**src/sv/efj_pkg.sv**
```systemverilog
// Shared types and constants for the Euler flux Jacobian block.
// No dependencies; imported by every module of the block.
`timescale 1ns / 1ps

package efj_pkg;

    localparam int GAMMA_W  = 18;
    localparam logic [GAMMA_W-1:0] GAMMA_RST = 18'd91750;
    localparam int NUM_DIRS = 3;
    localparam int NUM_ROWS = 5;

    typedef enum logic [1:0] {
        FR_IDLE,
        FR_DIV,
        FR_HOLD
    } t_front_state;

    typedef enum logic [1:0] {
        BK_IDLE,
        BK_CALC,
        BK_EMIT
    } t_back_state;

    typedef enum logic [1:0] {
        ALU_ADD,
        ALU_SUB,
        ALU_MUL,
        ALU_HALF
    } t_alu_op;

    // Micro-steps of the shared arithmetic unit, in dependency order.
    typedef enum logic [5:0] {
        ST_GM1, ST_OMG,
        ST_UU00, ST_UU11, ST_UU22, ST_UU01, ST_UU02, ST_UU12,
        ST_KS1, ST_KSQ, ST_P2, ST_GE, ST_PMG, ST_PHI, ST_GMPHI,
        ST_CW0, ST_CW1, ST_CW2,
        ST_GU0, ST_GU1, ST_GU2,
        ST_OU0, ST_OU1, ST_OU2,
        ST_OUU00, ST_OUU11, ST_OUU22, ST_OUU01, ST_OUU02, ST_OUU12,
        ST_DD0, ST_DD1, ST_DD2,
        ST_DG0, ST_DG1, ST_DG2
    } t_step;

    typedef struct packed {
        logic full;
        logic empty;
    } t_q_stat;

endpackage

```
**src/sv/efj_fifo.sv**
```systemverilog
// Two-entry queue between the front end and the back end.
// Uses efj_pkg for the status struct.
`timescale 1ns / 1ps

module efj_fifo import efj_pkg::*; #(
    parameter int WIDTH = 133
) (
    input  logic             i_clk,
    input  logic             i_rst_n,
    input  logic             i_push,
    input  logic [WIDTH-1:0] i_data,
    input  logic             i_pop,
    output logic [WIDTH-1:0] o_data,
    output t_q_stat          o_stat
);

    logic [WIDTH-1:0] r_mem [2];
    logic             r_wp;
    logic             r_rp;
    logic [1:0]       r_cnt;

    always_ff @(posedge i_clk) begin
        if (!i_rst_n) begin
            r_wp  <= 1'b0;
            r_rp  <= 1'b0;
            r_cnt <= '0;
        end else begin
            if (i_push) r_wp <= !r_wp;
            if (i_pop) r_rp <= !r_rp;
            if (i_push && !i_pop) r_cnt <= r_cnt + 2'd1;
            else if (i_pop && !i_push) r_cnt <= r_cnt - 2'd1;
        end
    end

    always_ff @(posedge i_clk) begin
        if (i_push) r_mem[r_wp] <= i_data;
    end

    assign o_data       = r_mem[r_rp];
    assign o_stat.full  = r_cnt == 2'd2;
    assign o_stat.empty = r_cnt == 2'd0;

endmodule

```
**config.mk**
```make
export PLATFORM = sky130hd
export DESIGN_NAME = efj_fifo
export DESIGN_NICKNAME = d
export VERILOG_FILES = /design/src/sv/efj_pkg.sv /design/src/sv/efj_fifo.sv
export SDC_FILE = /design/constraint.sdc
export NUM_CORES = 1
export LEC_CHECK = 0
export BUFFER_PORTS_ARGS = -buffer_cell sky130_fd_sc_hd__buf_2
export CAP_MARGIN = 20
export CORE_AREA = 2 2 133 168
export DETAILED_ROUTE_END_ITERATION = 8
export DIE_AREA = 0 0 135 170
export MAX_ROUTING_LAYER = met4
export PLACE_DENSITY = 0.71
export SETUP_SLACK_MARGIN = 0.1
export SYNTH_ARGS = -nofsm -noshare
export SYNTH_HDL_FRONTEND = slang
export SYNTH_SLANG_ARGS = --single-unit
```
**constraint.sdc**
```tcl
create_clock -name i_clk -period 13.3 [get_ports i_clk]
set_input_delay 0.665 -clock i_clk [delete_from_list [all_inputs] [get_ports i_clk]]
set_output_delay 0.665 -clock i_clk [all_outputs]
set_load 0.01 [all_outputs]
```
Word level (Yosys, flattened, before mapping)
Memories as Yosys holds them, arrays and structs flattened. A register that Yosys moved wholly into a read port is not among the register bits.
Cells that the tools add are included.
Storage, ports and cells
  input bits: 137
  RAM bits: 266
  bits in registers: 4
  memories: 1
  word-level logic and storage cells: 21
  output and inout bits: 135
Operators by class
  eq/ne operators: 1
  muxes and demuxes: 6
  reduce and logical (&&, ||, !) cells: 8
  add/subtract/negate cells: 2
Memories
  r_mem: depth 2, width 133, rd ports 1, clocked after memory_dff 1, wr ports 1, line efj_fifo.sv:17  | logic [WIDTH-1:0] r_mem [2];
Operators with widths (count)
  zero test 1 bit: 4
  two-way mux 1 bit: 4
  two-way mux 2 bit: 2
  adder 2 x 1 -> 2 bit (second input constant): 1
  == test 2 bit (second input constant): 1
  logical AND 1 bit: 2
  zero test 2 bit: 1
  nonzero test 2 bit: 1
  subtractor 2 x 1 -> 2 bit (second input constant): 1

Logic depth before layout (Yosys ltp)
Gate-level depths: netlist (run 1).
  depth in word-level cells: 4
  gate-level depth with buffers: 5
  gate-level depth less buffers: 5

Least setup slack after synthesis (run 1)
No wires, ideal clock.
  path kind: in2reg
  start: input i_push
  end: memory r_mem[0][0], enable pin
  path slack: 6.199 ns
  data required time: 12.657 ns
  buffers on the path: 0
  arrival: 6.458 ns
  setup time: 0.643 ns
  stages: 1
  path through: nor2b_1
On the way
  word-level cells in the longest chain between the ends: 2
RTL lines
  start: declaration: line efj_fifo.sv:10  | input logic i_push,
  two-way mux 1 bit: line efj_fifo.sv:36  | if (i_push) r_mem[r_wp] <= i_data;
  two-way mux 1 bit (not written as such): line efj_fifo.sv:36
  end: declaration: line efj_fifo.sv:17
No other way between the ends.

==> results of run 1 <==
path summary, 6_finish.rpt:
check                              from                     end  slack (ps)  depth (start not counted)
hold / removal               i_data[61]  r_mem[1][61]$_DFFE_PP_         340                          1
setup / recovery                   flop              o_data[54]        9490                          3
hold reg to reg   r_cnt[1]$_SDFFE_PN0P_   r_cnt[1]$_SDFFE_PN0P_         550                          2
setup reg to reg      r_wp$_SDFFE_PN0P_  r_mem[1][43]$_DFFE_PP_       10820                          2
layer usage:
layer | global-route usage (%) | up-vias
met5 | - | -
met4 | 4.891 | 0
met3 | 5.004 | 31
met2 | 27.79 | 214
met1 | 17.74 | 2432
li1 | - | 2316
critical path, cell delays in order (launching register included):
cell and delay, ps:
dfxtp_4 1030, buf_4 960, mux2_2 430, buf_2 140
cells by family after synthesis:
family | synth area share, %
AO/OA/AOI/OAI | 0.1983
XOR/XNOR | 0.2603
adder cells (fa/ha/maj) | 0.1239
buffers and inverters | 1.338
flip-flops | 80.10
multiplexers | 17.43
AND/OR/NAND/NOR | 0.5452
layout make-up:
class	count	area (um^2)
fillers	1635	8781
inverters	1	3.754
repair buffers	276	1414
clock buffers	34	711.9
well taps	279	349.1
diodes	3	7.507
clock inverters	11	77.57
multi-input cells	149	1884
flip-flops and latches	271	8092
power by group:
part           internal [mW]  switching (mW)  leakage, nW  total [mW]
sequential             0.988          0.0202         2.54        1.01
clock                  0.394           0.287        0.396       0.680
combinational          0.103          0.0945         1.92       0.198
total                   1.48           0.401         4.86        1.89
sequential cells by signal (all words and copies together), names as in the netlist, named ones only:
name   cells
r_wp       1
r_cnt      2
r_rp       1
r_mem    266
cells in the mapped netlist:
cell type,number
a21boi_0,1
and2_1,4
and2b_1,1
buf_2,6
buf_6,9
dfxtp_1,5
edfxtp_1,266
ha_1,1
inv_1,1
mux2_2,63
mux2_4,70
nor2_1,1
nor2b_1,2
o21a_1,1
o21ai_0,1
or3_1,1
xnor2_1,1
xor2_1,2
==> impl_metrics.yaml, run 1 <==
outcome:
  status: "finished, final reports clean"
clock_network:
  path_clk_slew_ps: 60
  postCtsSetupBuffers: 0
  cts_tree: "yes"
  holdBufCountCts: 0
  numCtsBuffers: 26
  clk-insertion-delay-late_ps: 510
  root_buffer: "clkbuf_16"
  clock-sinks: 271
  cts_resized: 0
  clk_path_buf_depth: 3
  htreeDepth: 1
sta:
  slew_violations: 0
  fin_crit_ps: 3811
  worst_slack_ps: 9489
  hold_viol_final: 0
  max_freq_mhz: 262.4
  grt_setup_unrepaired: "no"
  max_slew_margin_pct: 26.45
  timing.final.crit_share_pct: 28.65
  tightest_slew_ps: 1103
  whs_ps: 337.7
  setup_violations: 0
  skew_ps: 5.637
  setup_tns_ps: 0
placement:
  portBuffers: 271
  place_congestion: 0.7488
  pre_cts_ws_ps: 9979
  dp.cells: 975
  dp_hpwl_mm: 12.50
  placed_area_mm2: 0.01172
routing:
  via_count: 4993
  drtPass1Iterations: 6
  met2WireLength_mm: 9.697
  wl_per_cell_um: 18.31
  dr.first_iter.drc_count: 167
  wl_met3_mm: 1.680
  avgViaCountPerCell: 4.876
  topRoutingLayerUsed: "met4"
  ant_nets: 0
  wl_mm: 18.75
  drc: 0
  drt-met1-wl_mm: 7.017
power:
  vdd.ir_drop.worst_mv: 0.1114
  p_leak_nw: 4.857
  finalPower_mw: 1.886
  p_per_area_mw_per_mm2: 150.4
floorplan:
  core_area_mm2: 0.02132
  core.rowCount: 60
  die_area_mm2: 0.02295
  die_x_um: 135
  die_h_um: 170
  ioPinCount: 272
  start_util_pct: 47.36
cells_and_area:
  fin_util_pct: 58.81
  syn_to_final_growth_pct: 24.19
  final_common_cell: "buf_2"
  final_area_mm2: 0.01254
  fin_nets: 863
  drive_gt1_share_pct: 60.51
  layoutNonFillerInstCount: 1024
  mostFrequentLayoutCells: "buf_2 (271), edfxtp_1 (266), mux2_4 (70), mux2_2 (63), clkbuf_16 (27)"
job:
  maxCapViolations: 0
global_routing:
  track_usage_pct: 16.03
  grt_pass1_wl_mm: 27.72
  grt_overflow: 0
  grt_pass1_vias: 5346
  antenna_found_initial: 3
  grt_max_degree: 83
logic_synthesis:
  yosysSeqAreaShare_pct: 80.10
  synth_largest_area_cell: "edfxtp_1"
  ys_seq_elements: 271
  ys_warn_count: 0
  synthDistinctLibCells: 18
  synth_top_area_share_pct: 79.11
  synth_cells: 436
  avgSynthCellArea_um2: 23.16
  syn_area_mm2: 0.01010
  synth_area_leaders: "edfxtp_1 (79%), mux2_4 (10%), mux2_2 (7.0%), buf_6 (1.0%), dfxtp_1 (0.99%)"
  synth.net_count: 574
setup_path:
  critical_path_class: "flop to primary output"
  required_ps: 12640
  critPathCaptureType: "primary output"
  crit_fanout: 72
  start_kind: "flop"
  cp_data_arrival_time_ps: 3150
min_path:
  hold_class: "primary input to flop"
Note: power is estimated with default switching activity, not from simulation.
==> run 2: changes to the inputs <==
==> constraint.sdc (replaced) <==
create_clock -name i_clk -period 3.99 [get_ports i_clk]
set_input_delay 0.1995 -clock i_clk [delete_from_list [all_inputs] [get_ports i_clk]]
set_output_delay 0.1995 -clock i_clk [all_outputs]
set_load 0.01 [all_outputs]
==> run 2 against run 1 <==
Compared with the run above:
- routed wire length grew 11%
- clock power grew to 3.2 times the previous value
- largest power group unchanged
- non-clock buffer count increased by 136
- die area unchanged
- via count up 12%
- clock skew rose by 6.9 ps
- highest routed layer unchanged
- worst hold slack got worse by 280 ps
- cell count up 13%
- core utilization increased by 6.0 points
- critical path depth unchanged
==> impl_metrics.yaml, run 2 (synthesized netlist as in run 1, its figures left out) <==
outcome:
  status: "finished, final reports clean"
sta:
  max_slew_margin_pct: 39.61
  slew_violations: 0
  timing.final.crit_share_pct: 59.33
  fin_crit_ps: 2367
  setup_tns_ps: 0
  setup_violations: 0
  max_freq_mhz: 422.5
  tightest_slew_ps: 905.8
  whs_ps: 61.63
  hold_viol_final: 0
  grt_setup_unrepaired: "no"
  skew_ps: 12.52
clock_network:
  clk_path_buf_depth: 3
  root_buffer: "clkbuf_16"
  holdBufCountCts: 134
  clock-sinks: 271
  path_clk_slew_ps: 60
  numCtsBuffers: 25
  cts_resized: 0
  postCtsSetupBuffers: 0
  htreeDepth: 1
  cts_tree: "yes"
  clk-insertion-delay-late_ps: 510
cells_and_area:
  largest_reg_flops: 266
  antenna_cells: 0
  mostFrequentLayoutCells: "buf_2 (271), edfxtp_1 (266), dlygate4sd3_1 (134), mux2_4 (70), mux2_2 (63)"
  layoutNonFillerInstCount: 1157
  drive_gt1_share_pct: 50.80
  fin_nets: 998
  max_flop_register: "r_mem"
  syn_to_final_growth_pct: 36.94
  reg.largest.list: "r_mem (266), r_cnt (2)"
  final_common_cell: "buf_2"
setup_path:
  reg2regPathDepth: 2
  critical_path_class: "flop to primary output"
  crit_family: "buffers and inverters"
  cp_slowest_cell: "buf_12"
  path_cells: "buf_12, mux2_2, buf_2"
  cp_data_arrival_time_ps: 2170
  start_kind: "flop"
  r2r_slack_ps: 1930
  crit_fanout: 133
  critPathCaptureType: "primary output"
  worst-path-buf-inv: 2
  cpPeakStageDelay_ps: 600
  rr_startpoint: "r_wp$_SDFFE_PN0P_"
  required_ps: 3790
  rr_endpoint: "r_mem[1][74]$_DFFE_PP_"
power:
  p_leak_nw: 5.391
  p_per_area_mw_per_mm2: 454.7
  p_int_mw: 4.922
  pwr-share-seq_pct: 53.0
  p_comb_share_pct: 12.8
  p_sw_mw: 1.365
  switching_share_pct: 21.71
  clockPowerShare_pct: 34.2
  vdd.ir_drop.worst_mv: 0.3396
routing:
  ant_nets: 0
  avgViaCountPerCell: 4.835
  wl_mm: 20.72
  wl_per_cell_um: 17.91
  drc: 0
  drtPass1Iterations: 4
  dr.first_iter.drc_count: 252
  via_count: 5594
min_path:
  hold_class: "primary input to flop"
  hold_start: "i_pop"
  whs_path_depth: 3
global_routing:
  antenna_found_initial: 0
  track_usage_pct: 18.03
  grt_overflow: 0
  grt_max_degree: 134
  grt_pass1_wl_mm: 31.19
  grt_pass1_vias: 6091
floorplan:
  die_area_mm2: 0.02295
  ioPinCount: 272
  die_x_um: 135
  start_util_pct: 47.36
  core_area_mm2: 0.02132
  die_h_um: 170
  core.rowCount: 60
placement:
  dp.cells: 978
  place_congestion: 0.7488
  dp_hpwl_mm: 12.28
  portBuffers: 271
job:
  maxCapViolations: 0
-- run 2: worst min-delay path: cells and delay by family --
kind          cells  cell delay (ps)
xor+xnor          1               70
buf+inv           1              110
simple gates      1              140
-- run 2: area by class of cell --
type	count	area, um^2
clock inverter	11	46.29
sequential	271	8092
timing repair buffer	412	2763
multi-input combinational	149	1884
inverter	1	3.754
fill	1441	7493
clock buffer	34	689.4
tap	279	349.1
-- run 2: power by group through the flow --
| stage | logic [mW] | registers (mW) | clock network [mW] |
|---|---|---|---|
| final | 0.805 | 3.33 | 2.15 |
| after global routing | 0.862 | 3.34 | 2.31 |
| after CTS | 0.801 | 3.33 | 2.19 |
| after detailed placement | 0.694 | 3.39 | 0 |
| after global placement | 0.678 | 3.38 | 0 |
| after floorplan | 0.424 | 3.38 | 0 |
-- run 2: routing by layer --
metal	GRT usage (%)	vias up	wire, um
li1	-	2575	-
met1	20.96	2733	8089
met2	31.32	244	10670
met3	3.694	42	1419
met4	6.069	0	547
met5	-	-	0
-- run 2: worst max-delay path by stage --
stage | start | to | slack (ps) | cells after the start
2_1_floorplan | r_wp$_SDFFE_PN0P_ | r_mem[0][0]$_DFFE_PP_ | 1260 | 1
3_3_place_gp | r_wp$_SDFFE_PN0P_ | r_mem[1][73]$_DFFE_PP_ | 2030 | 2
3_5_place_dp | r_wp$_SDFFE_PN0P_ | r_mem[1][76]$_DFFE_PP_ | 1930 | 2
4_1_cts | flop | o_data[25] | 1630 | 3
5_1_grt | flop | o_data[36] | 1560 | 3
6_report | flop | o_data[36] | 1620 | 3
-- run 2: through the flow --
stage	cell area (um^2)	power [mW]	util (%)	setup WS [ps]
detailed placement	11750	4.084	55.11	1933
finish	13830	6.287	64.85	1623
global route	13830	6.511	64.85	1565
global placement	11750	4.058	55.11	2026
CTS	13830	6.324	64.85	1631
floorplan	10110	3.807	-	1259
