===== config.mk =====
export PLATFORM = sky130hd
export DESIGN_NAME = efj_front
export DESIGN_NICKNAME = d
export VERILOG_FILES = /design/src/sv/efj_pkg.sv /design/src/sv/efj_front.sv
export SDC_FILE = /design/constraint.sdc
export NUM_CORES = 1
export LEC_CHECK = 0
export ABC_AREA = 0
export BUFFER_PORTS_ARGS = -buffer_cell sky130_fd_sc_hd__buf_2
export CAP_MARGIN = 0
export CORE_ASPECT_RATIO = 1.2
export CORE_UTILIZATION = 65
export CTS_CLUSTER_DIAMETER = 100
export DETAILED_ROUTE_END_ITERATION = 8
export GPL_TIMING_DRIVEN = 1
export PLACE_DENSITY = 0.86
export SETUP_SLACK_MARGIN = 0.05
export SLEW_MARGIN = 30
export SYNTH_ARGS = -nofsm -noshare
export SYNTH_HDL_FRONTEND = slang
export SYNTH_SLANG_ARGS = --single-unit

===== constraint.sdc =====
create_clock -name i_clk -period 26.5 [get_ports i_clk]
set_input_delay 5.3 -clock i_clk [delete_from_list [all_inputs] [get_ports i_clk]]
set_output_delay 5.3 -clock i_clk [all_outputs]
set_load 0.05 [all_outputs]

===== src/sv/efj_pkg.sv =====
// Shared types and constants for the Euler flux Jacobian block.
// No dependencies; imported by every module of the block.
`timescale 1ns / 1ps

package efj_pkg;

    localparam int GAMMA_W  = 18;
    localparam logic [GAMMA_W-1:0] GAMMA_RST = 18'd91750;
    localparam int NUM_DIRS = 3;
    localparam int NUM_ROWS = 5;

    typedef enum logic [1:0] {
        FR_IDLE,
        FR_DIV,
        FR_HOLD
    } t_front_state;

    typedef enum logic [1:0] {
        BK_IDLE,
        BK_CALC,
        BK_EMIT
    } t_back_state;

    typedef enum logic [1:0] {
        ALU_ADD,
        ALU_SUB,
        ALU_MUL,
        ALU_HALF
    } t_alu_op;

    // Micro-steps of the shared arithmetic unit, in dependency order.
    typedef enum logic [5:0] {
        ST_GM1, ST_OMG,
        ST_UU00, ST_UU11, ST_UU22, ST_UU01, ST_UU02, ST_UU12,
        ST_KS1, ST_KSQ, ST_P2, ST_GE, ST_PMG, ST_PHI, ST_GMPHI,
        ST_CW0, ST_CW1, ST_CW2,
        ST_GU0, ST_GU1, ST_GU2,
        ST_OU0, ST_OU1, ST_OU2,
        ST_OUU00, ST_OUU11, ST_OUU22, ST_OUU01, ST_OUU02, ST_OUU12,
        ST_DD0, ST_DD1, ST_DD2,
        ST_DG0, ST_DG1, ST_DG2
    } t_step;

    typedef struct packed {
        logic full;
        logic empty;
    } t_q_stat;

endpackage


===== src/sv/efj_front.sv =====
// Front end: accepts a state beat, flags bad density and divides the
// momenta and energy by density in four bit-serial lanes. Uses efj_pkg.
`timescale 1ns / 1ps

module efj_front import efj_pkg::*; #(
    parameter int DATA_WIDTH = 32,
    parameter int FRAC_BITS  = 16
) (
    input  logic                        i_clk,
    input  logic                        i_rst_n,
    input  logic                        i_in_valid,
    output logic                        o_in_stall,
    input  logic [DATA_WIDTH-1:0]       i_density,
    input  logic [DATA_WIDTH-1:0]       i_momentum_x,
    input  logic [DATA_WIDTH-1:0]       i_momentum_y,
    input  logic [DATA_WIDTH-1:0]       i_momentum_z,
    input  logic [DATA_WIDTH-1:0]       i_total_energy,
    input  t_q_stat                     i_q_stat,
    output logic                        o_push,
    output logic [4*(DATA_WIDTH+1):0]   o_push_data
);

    localparam int DW = DATA_WIDTH;
    localparam int NW = DATA_WIDTH + FRAC_BITS;
    localparam int CW = $clog2(NW + 1);

    t_front_state r_state, n_state;
    logic [CW-1:0] r_cnt;
    logic [DW-1:0] r_den;
    logic          r_bad;
    logic [3:0]    r_neg;
    logic [NW-1:0] r_num [4];
    logic [DW-1:0] r_rem [4];
    logic [NW-1:0] r_quo [4];

    logic [DW-1:0] lane_in [4];
    logic          take;
    logic          in_bad;

    assign lane_in[0] = i_momentum_x;
    assign lane_in[1] = i_momentum_y;
    assign lane_in[2] = i_momentum_z;
    assign lane_in[3] = i_total_energy;

    assign in_bad = i_density[DW-1] || (i_density == '0);
    assign take   = i_in_valid && !o_in_stall;

    always_comb begin
        n_state = r_state;
        case (r_state)
            FR_IDLE: begin
                if (take) n_state = in_bad ? FR_HOLD : FR_DIV;
            end
            FR_DIV: begin
                if (r_cnt == CW'(1)) n_state = FR_HOLD;
            end
            FR_HOLD: begin
                if (!i_q_stat.full) begin
                    if (take) n_state = in_bad ? FR_HOLD : FR_DIV;
                    else n_state = FR_IDLE;
                end
            end
            default: n_state = FR_IDLE;
        endcase
    end

    always_comb begin
        o_push     = 1'b0;
        o_in_stall = 1'b1;
        case (r_state)
            FR_IDLE: begin
                o_in_stall = 1'b0;
            end
            FR_HOLD: begin
                o_push     = !i_q_stat.full;
                o_in_stall = i_q_stat.full;
            end
            default: begin
                o_push     = 1'b0;
                o_in_stall = 1'b1;
            end
        endcase
    end

    always_ff @(posedge i_clk) begin
        if (!i_rst_n) begin
            r_state <= FR_IDLE;
            r_cnt   <= '0;
        end else begin
            r_state <= n_state;
            if (take) r_cnt <= CW'(NW);
            else if (r_state == FR_DIV) r_cnt <= r_cnt - CW'(1);
        end
    end

    // One quotient bit per lane per cycle, restoring division.
    for (genvar l = 0; l < 4; l++) begin : g_lane
        logic [DW:0]   rem_sh;
        logic          q_bit;
        logic [DW:0]   rem_sub;
        logic [DW-1:0] mag;

        assign mag     = lane_in[l][DW-1] ? (~lane_in[l] + DW'(1)) : lane_in[l];
        assign rem_sh  = {r_rem[l], r_num[l][NW-1]};
        assign q_bit   = rem_sh >= {1'b0, r_den};
        assign rem_sub = rem_sh - {1'b0, r_den};

        always_ff @(posedge i_clk) begin
            if (take) begin
                r_num[l] <= {mag, {FRAC_BITS{1'b0}}};
                r_neg[l] <= lane_in[l][DW-1];
                r_rem[l] <= '0;
                r_quo[l] <= '0;
            end else if (r_state == FR_DIV) begin
                r_num[l] <= {r_num[l][NW-2:0], 1'b0};
                r_rem[l] <= q_bit ? rem_sub[DW-1:0] : rem_sh[DW-1:0];
                r_quo[l] <= {r_quo[l][NW-2:0], q_bit};
            end
        end

        // Clip the quotient magnitude to the signed range.
        logic [NW-1:0] lim;
        logic [NW-1:0] m;
        logic          clip;
        logic [DW-1:0] val;

        assign lim  = {{(NW-DW+1){1'b0}}, {(DW-1){1'b1}}} + NW'(r_neg[l]);
        assign clip = r_quo[l] > lim;
        assign m    = clip ? lim : r_quo[l];
        assign val  = r_neg[l] ? (~m[DW-1:0] + DW'(1)) : m[DW-1:0];
        assign o_push_data[l*(DW+1) +: (DW+1)] = {clip, val};
    end

    always_ff @(posedge i_clk) begin
        if (take) begin
            r_den <= i_density;
            r_bad <= in_bad;
        end
    end

    assign o_push_data[4*(DW+1)] = r_bad;

endmodule


# Word level (Yosys, flattened, before mapping)
# Memories as Yosys holds them, arrays and structs flattened.
# Index checks and enable logic that the tools add are counted.
dict set report word_totals {
  output_inout_bits 135
  mem_bits_rw 508
  inputBits 165
  elab_cells 116
  n_memories 3
  regBits 45
}
dict set report op_classes {
  order_cmp 8
  reduce_logical 9
  n_addsub 17
  eq_ne 6
  n_bitwise 21
  muxes 43
}
# name depth width rd rd_clocked_by_memory_dff write_ports line
set mem_list {}
lappend mem_list {r_quo 4 48 4 0 4 efj_front.sv:34} ;# logic [NW-1:0] r_quo [4];
lappend mem_list {r_num 4 47 4 0 4 efj_front.sv:32} ;# logic [NW-1:0] r_num [4];
lappend mem_list {r_rem 4 32 4 0 4 efj_front.sv:33} ;# logic [DW-1:0] r_rem [4];
# cell count
set op_table {}
lappend op_table {{$mux W32} 20}
lappend op_table {{$add A32 B1 Y32 const B} 8}
lappend op_table {{$not A32 Y32} 8}
lappend op_table {{$gt A48 B32 Y1} 4}
lappend op_table {{$mux W48} 4}
lappend op_table {{$mux W47} 4}
lappend op_table {{$ge A33 B32 Y1} 4}
lappend op_table {{$add A31 B1 Y32 const A} 4}
lappend op_table {{$sub A32 B32 Y32} 4}
lappend op_table {{$logic_not A32 Y1} 1}
lappend op_table {{$mux W6} 2}
lappend op_table {{$or A1 B1 Y1} 12}
lappend op_table {{$mux W2} 5}
lappend op_table {{$eq A6 B1 Y1 const B} 1}
lappend op_table {{$mux W1} 6}
lappend op_table {{$ne A2 B2 Y1 const B} 3}
lappend op_table {{$pmux W2 S3} 1}
lappend op_table {{$sub A6 B1 Y6 const B} 1}
lappend op_table {{$reduce_and A3 Y1} 1}
lappend op_table {{$eq A2 B1 Y1 const B} 1}
lappend op_table {{$eq A2 B2 Y1 const B} 1}
lappend op_table {{$logic_not A1 Y1} 2}
lappend op_table {{$logic_not A2 Y1} 1}
lappend op_table {{$pmux W1 S2} 1}
lappend op_table {{5 further kinds} 5}

# Depth between registers and ports, before layout
dict set report logic_depth {
  depth_word 7
  mapped_depth 23
}

# Worst setup path after synthesis
# OpenSTA, ideal clock, no wires.
dict set report synth_path {
  kind {input port to flip-flop}
  start {input port i_q_stat[1] (netlist bit)}
  end {memory r_num[0][15] (netlist bit), enable pin}
  arrival_time_ns 12.783
  n_path_buf 0
  setup_ns 3.261
  path_slack_ns 10.456
  stages 3
  path_cell_list {nand2_1 -> nand3b_1 -> nand2_1}
}
# item line
set synth_lines {}
lappend synth_lines {{start, declared} efj_front.sv:18} ;# input t_q_stat i_q_stat,
lappend synth_lines {{end, declared} efj_front.sv:32}

# Final worst setup path
dict set report layout_path {
  start {register r_neg[0]}
  end {output port o_push_data[22]}
}
dict set report layout_via {
  elab_chain_cells 6
}
# item line
set layout_rtl {}
lappend layout_rtl {{start, declared} efj_front.sv:31} ;# logic [3:0] r_neg;
lappend layout_rtl {{start signal, assigned by index} efj_front.sv:111} ;# r_neg[l] <= lane_in[l][DW-1];
lappend layout_rtl {{$add A31 B1 Y32} efj_front.sv:127} ;# assign lim = {{(NW-DW+1){1'b0}}, {(DW-1){1'b1}}} + NW'(r_neg[l]);
lappend layout_rtl {{$gt A48 B32 Y1} efj_front.sv:128} ;# assign clip = r_quo[l] > lim;
lappend layout_rtl {{$mux W32} efj_front.sv:129} ;# assign m = clip ? lim : r_quo[l];
lappend layout_rtl {{$not A32 Y32} efj_front.sv:130} ;# assign val = r_neg[l] ? (~m[DW-1:0] + DW'(1)) : m[DW-1:0];
lappend layout_rtl {{$add A32 B1 Y32} efj_front.sv:130}
lappend layout_rtl {{$mux W32 (*)} efj_front.sv:130}
lappend layout_rtl {{end, declared} efj_front.sv:20} ;# output logic [4*(DATA_WIDTH+1):0] o_push_data
# Every way passes the cells marked *; elsewhere a longest branch is shown, timed or not.

==> summary.log <==
[finish] layout net count 4448
[route] Initial DRT Pass Iterations 6
[setup_path] CP required 21.20 ns
[finish] final design utilization 73.5%
[setup_path] Worst setup SP type register
[sta] final critical-path required period 12.48 ns
[logic_synthesis] distinct cell type count after synthesis 90
[clock_network] root buf cell sky130_fd_sc_hd__clkbuf_16
[logic_synthesis] mean instance size in the synthesized netlist 9.39 um2
[sta] Slew @ Worst Pin 1.07 ns
[worst_hold_path] hold crit path type reg -> reg
[finish] synthesis-to-finish area growth 10.8%
[route] top layer used by detailed routing met5
[power] total power 2.52 mW
[sta] unrepaired setup endpoints after global routing no
[global_routing] aggregate global-route resource usage 30.2%
[sta] Slew Viols, Final 0
[run_status] result of the run finished, final reports clean
[power] fraction of power spent switching nets 32.6%
[finish] Layout fillers 3914
[clock_network] number of setup buffers added after CTS 0
[route] initial DRC count 2764
[logic_synthesis] warnings from Yosys 0
[clock_network] Num CTS Buffers 52
[global_routing] largest net degree at the start of global routing 284
[power] Gate power share 26.9%
[placement] placer's final routability congestion estimate 0.901
[floorplanning] count of boundary I/O pins 300
[floorplanning] initial core utilization 66.3%
[sta] endpoints failing hold 0
[route] number of remaining DRC errors 0
[global_routing] via count of the first global-routing pass 28500
[clock_network] hold bufs inserted after CTS 0
[logic_synthesis] number of enable-type register cells in the synthesized netlist 485
[logic_synthesis] post-synthesis instance area 0.0358 mm2
[run] total of max-cap violations 0
[placement] Final HPWL DP 59.7 mm
[route] detail-routed via count per cell 6.36
[floorplanning] total core area 0.0540 mm2
[clock_network] clk_lat worst skew 0.62 ns
[setup_path] CP arrival 7.18 ns
[clock_network] number of H-tree levels 2
[route] DR vias 30400
[sta] hold slack final 0.524 ns
[power] Sw Pwr 0.820 mW
[clock_network] Worst-path clk slew 0.06 ns
[floorplanning] overall die height 259 um
[global_routing] first-pass GRT wire length 140 mm
[sta] achievable clock frequency 80.1 MHz
[placement] number of port buffers 298
[logic_synthesis] Main synth FF type sky130_fd_sc_hd__edfxtp_1
[route] final routed wirelength across all metal layers 87.2 mm
[floorplanning] width of the chip 216 um
[global_routing] aggregate global routing overflow 0
[power] register share of total power 41.3%
[floorplanning] area of the die 0.0560 mm2
[clock_network] clock tree from TritonCTS built
[floorplanning] Std-Cell Rows 93
[logic_synthesis] cell count after synthesis 3809
[logic_synthesis] number of synthesized register bits 493
[clock_network] number of sinks handled by clock tree synthesis 493
[setup_path] critical path capture point type output pin
[setup_path] maximum fanout along the worst path 82
[clock_network] buffers from clock root to sink, at most 3
[route] length of routed wiring on met1 36.5 mm
[route] met2 wire length 42.8 mm
[sta] share of the cycle needed by the critical path after routing 47.1%
[power] clock network fraction of total power 31.8%
[logic_synthesis] net count of the mapped netlist 4244
[logic_synthesis] part of the Yosys area used for sequential elements 41.1%
[power] static power due to leakage 16.0 nW
[sta] headroom to the max-slew limit 27.8%
[route] wire per inst 18.3 um
[finish] final std cells w/o fill 4773
[sta] Final Setup Violations 0
[global_routing] antenna violations before repair 7
[power] PwrDens 63.4 mW/mm2
[placement] Placed Instances 4670
[logic_synthesis] Synth async-reset ratio 0%
[setup_path] Crit Path Category reg -> out
[sta] clock skew after layout 0.0209 ns
[power] Max rail drop VDD 0.0623 mV
[power] design internal power 1.70 mW
[finish] layout cell share with drive strength beyond 1 11.6%
[route] WL met3 5.17 mm
[clock_network] number of cells upsized or downsized after cts 0
[route] antenna viol nets, final 0
[sta] final total negative setup slack 0 ns
cells by family after synthesis:
kind of cell               synth area share (%)
AOI/OAI and AO/OA                          18.6
xor gates and xnor gates                   5.43
adders and majority gates                  9.52
buffers and inverters                      3.18
DFF                                        41.1
muxes                                      2.85
and+or+nand+nor                            19.3
state kept, by name, indices dropped and copies added, names as in the netlist:
name and flops:
r_rem 128, r_neg 4, r_state 2, r_quo 192, r_bad 1, r_den 32, r_cnt 6, r_num 128
cells in the final DEF, fill, tap and decap left out, drive strengths merged, types with 33 or more instances in the layout:
| master | count |
|---|---|
| a21oi | 226 |
| nor4 | 63 |
| buf | 326 |
| a21o | 118 |
| clkbuf | 57 |
| ha | 266 |
| xor2 | 145 |
| xnor2 | 77 |
| a211oi | 46 |
| o21ai | 375 |
| o31ai | 38 |
| inv | 112 |
| o21a | 37 |
| mux2i | 97 |
| and2 | 195 |
| nand3 | 56 |
| edfxtp | 485 |
| nand2 | 323 |
| or4 | 38 |
| nand4 | 60 |
| nor2 | 315 |
| a31oi | 33 |
| or3 | 60 |
| nor3 | 112 |
final cells by class:
class / instances / area (um2) / area share, %
well taps: 712 / 891 / 2.25
clock buffers: 57 / 1340 / 3.38
inverters: 108 / 407 / 1.03
flip-flops and latches: 493 / 14700 / 37.1
diodes: 5 / 12.5 / 0.0315
repair buffers: 326 / 1750 / 4.42
multi-input cells: 3032 / 20000 / 50.4
clock inverters: 40 / 523 / 1.32
routing by layer:
metal | GRT usage (%) | vias to the layer above
li1 | - | 14700
met1 | 38.9 | 14400
met2 | 51.7 | 1094
met3 | 4.21 | 208
met4 | 11.4 | 6
met5 | 0 | -
Yosys cell counts (20+ instances only):
cell type	count	area share, %
sky130_fd_sc_hd__a211oi_1	46	0.97
sky130_fd_sc_hd__a21o_1	118	2.5
sky130_fd_sc_hd__a21oi_1	226	3.2
sky130_fd_sc_hd__a31oi_1	33	0.58
sky130_fd_sc_hd__and2_1	193	3.4
sky130_fd_sc_hd__and3_1	24	0.42
sky130_fd_sc_hd__clkbuf_1	144	1.5
sky130_fd_sc_hd__edfxtp_1	485	41
sky130_fd_sc_hd__ha_1	266	9.3
sky130_fd_sc_hd__inv_1	106	1.1
sky130_fd_sc_hd__mux2i_1	97	2.7
sky130_fd_sc_hd__nand2_1	323	3.4
sky130_fd_sc_hd__nand2b_1	30	0.52
sky130_fd_sc_hd__nand3_1	56	0.78
sky130_fd_sc_hd__nand4_1	60	1.0
sky130_fd_sc_hd__nor2_1	315	3.3
sky130_fd_sc_hd__nor2b_1	29	0.51
sky130_fd_sc_hd__nor3_1	112	1.6
sky130_fd_sc_hd__nor4_1	63	1.1
sky130_fd_sc_hd__o21a_1	37	0.78
sky130_fd_sc_hd__o21ai_0	374	5.2
sky130_fd_sc_hd__o21bai_1	20	0.42
sky130_fd_sc_hd__o22ai_1	28	0.49
sky130_fd_sc_hd__o31ai_1	38	0.80
sky130_fd_sc_hd__o41ai_1	23	0.56
sky130_fd_sc_hd__or3_1	58	1.0
sky130_fd_sc_hd__or4_1	37	0.78
sky130_fd_sc_hd__xnor2_1	77	1.9
sky130_fd_sc_hd__xor2_1	145	3.5
worst max-delay path, stage by stage (launching register included):
cell and delay [ns]:
sky130_fd_sc_hd__edfxtp_1 0.32, sky130_fd_sc_hd__buf_4 0.62, sky130_fd_sc_hd__inv_1 0.09, sky130_fd_sc_hd__buf_4 0.25
sky130_fd_sc_hd__ha_1 0.31, sky130_fd_sc_hd__nand4_1 0.09, sky130_fd_sc_hd__or4_1 0.59, sky130_fd_sc_hd__o41ai_2 0.62
sky130_fd_sc_hd__inv_1 0.17, sky130_fd_sc_hd__nor2_1 0.18, sky130_fd_sc_hd__clkinv_1 0.08, sky130_fd_sc_hd__buf_4 0.28
sky130_fd_sc_hd__o21ai_0 0.24, sky130_fd_sc_hd__ha_1 0.41, sky130_fd_sc_hd__nand2_1 0.12, sky130_fd_sc_hd__or3_1 0.43
sky130_fd_sc_hd__nor3b_1 0.74, sky130_fd_sc_hd__nand3_1 0.32, sky130_fd_sc_hd__o31ai_1 0.28, sky130_fd_sc_hd__a211oi_1 0.06
sky130_fd_sc_hd__buf_2 0.22
power by group through the flow:
stage | logic [mW] | registers, mW | clock network (mW)
floorplan | 0.516 | 1.07 | 0
global placement | 0.644 | 1.05 | 0
detailed placement | 0.665 | 1.05 | 0
CTS | 0.671 | 1.04 | 0.808
global route | 0.746 | 1.05 | 0.834
finish | 0.678 | 1.04 | 0.800
path summary, 6_finish.rpt:
| check | start | to | slack (ns) | cells after the start |
|---|---|---|---|---|
| setup / recovery | r_neg[0] | o_push_data[22] | 14.02 | 20 |
| hold / removal | r_num[1][25] | r_num[1][26] | 0.52 | 2 |
| setup reg to reg | r_den[1] | r_rem[0][12] | 22.15 | 11 |
| hold reg to reg | r_num[1][25] | r_num[1][26] | 0.52 | 2 |
per-stage QoR:
| step | setup WS, ns | area (um2) |
|---|---|---|
| final | 14.02 | 39700 |
| after global routing | 13.58 | 39700 |
| after CTS | 14.13 | 39600 |
| after detailed placement | 14.83 | 37700 |
| after global placement | 14.89 | 37700 |
| after floorplan | 10.46 | 35800 |
Note: power is estimated with default switching activity, not from simulation.
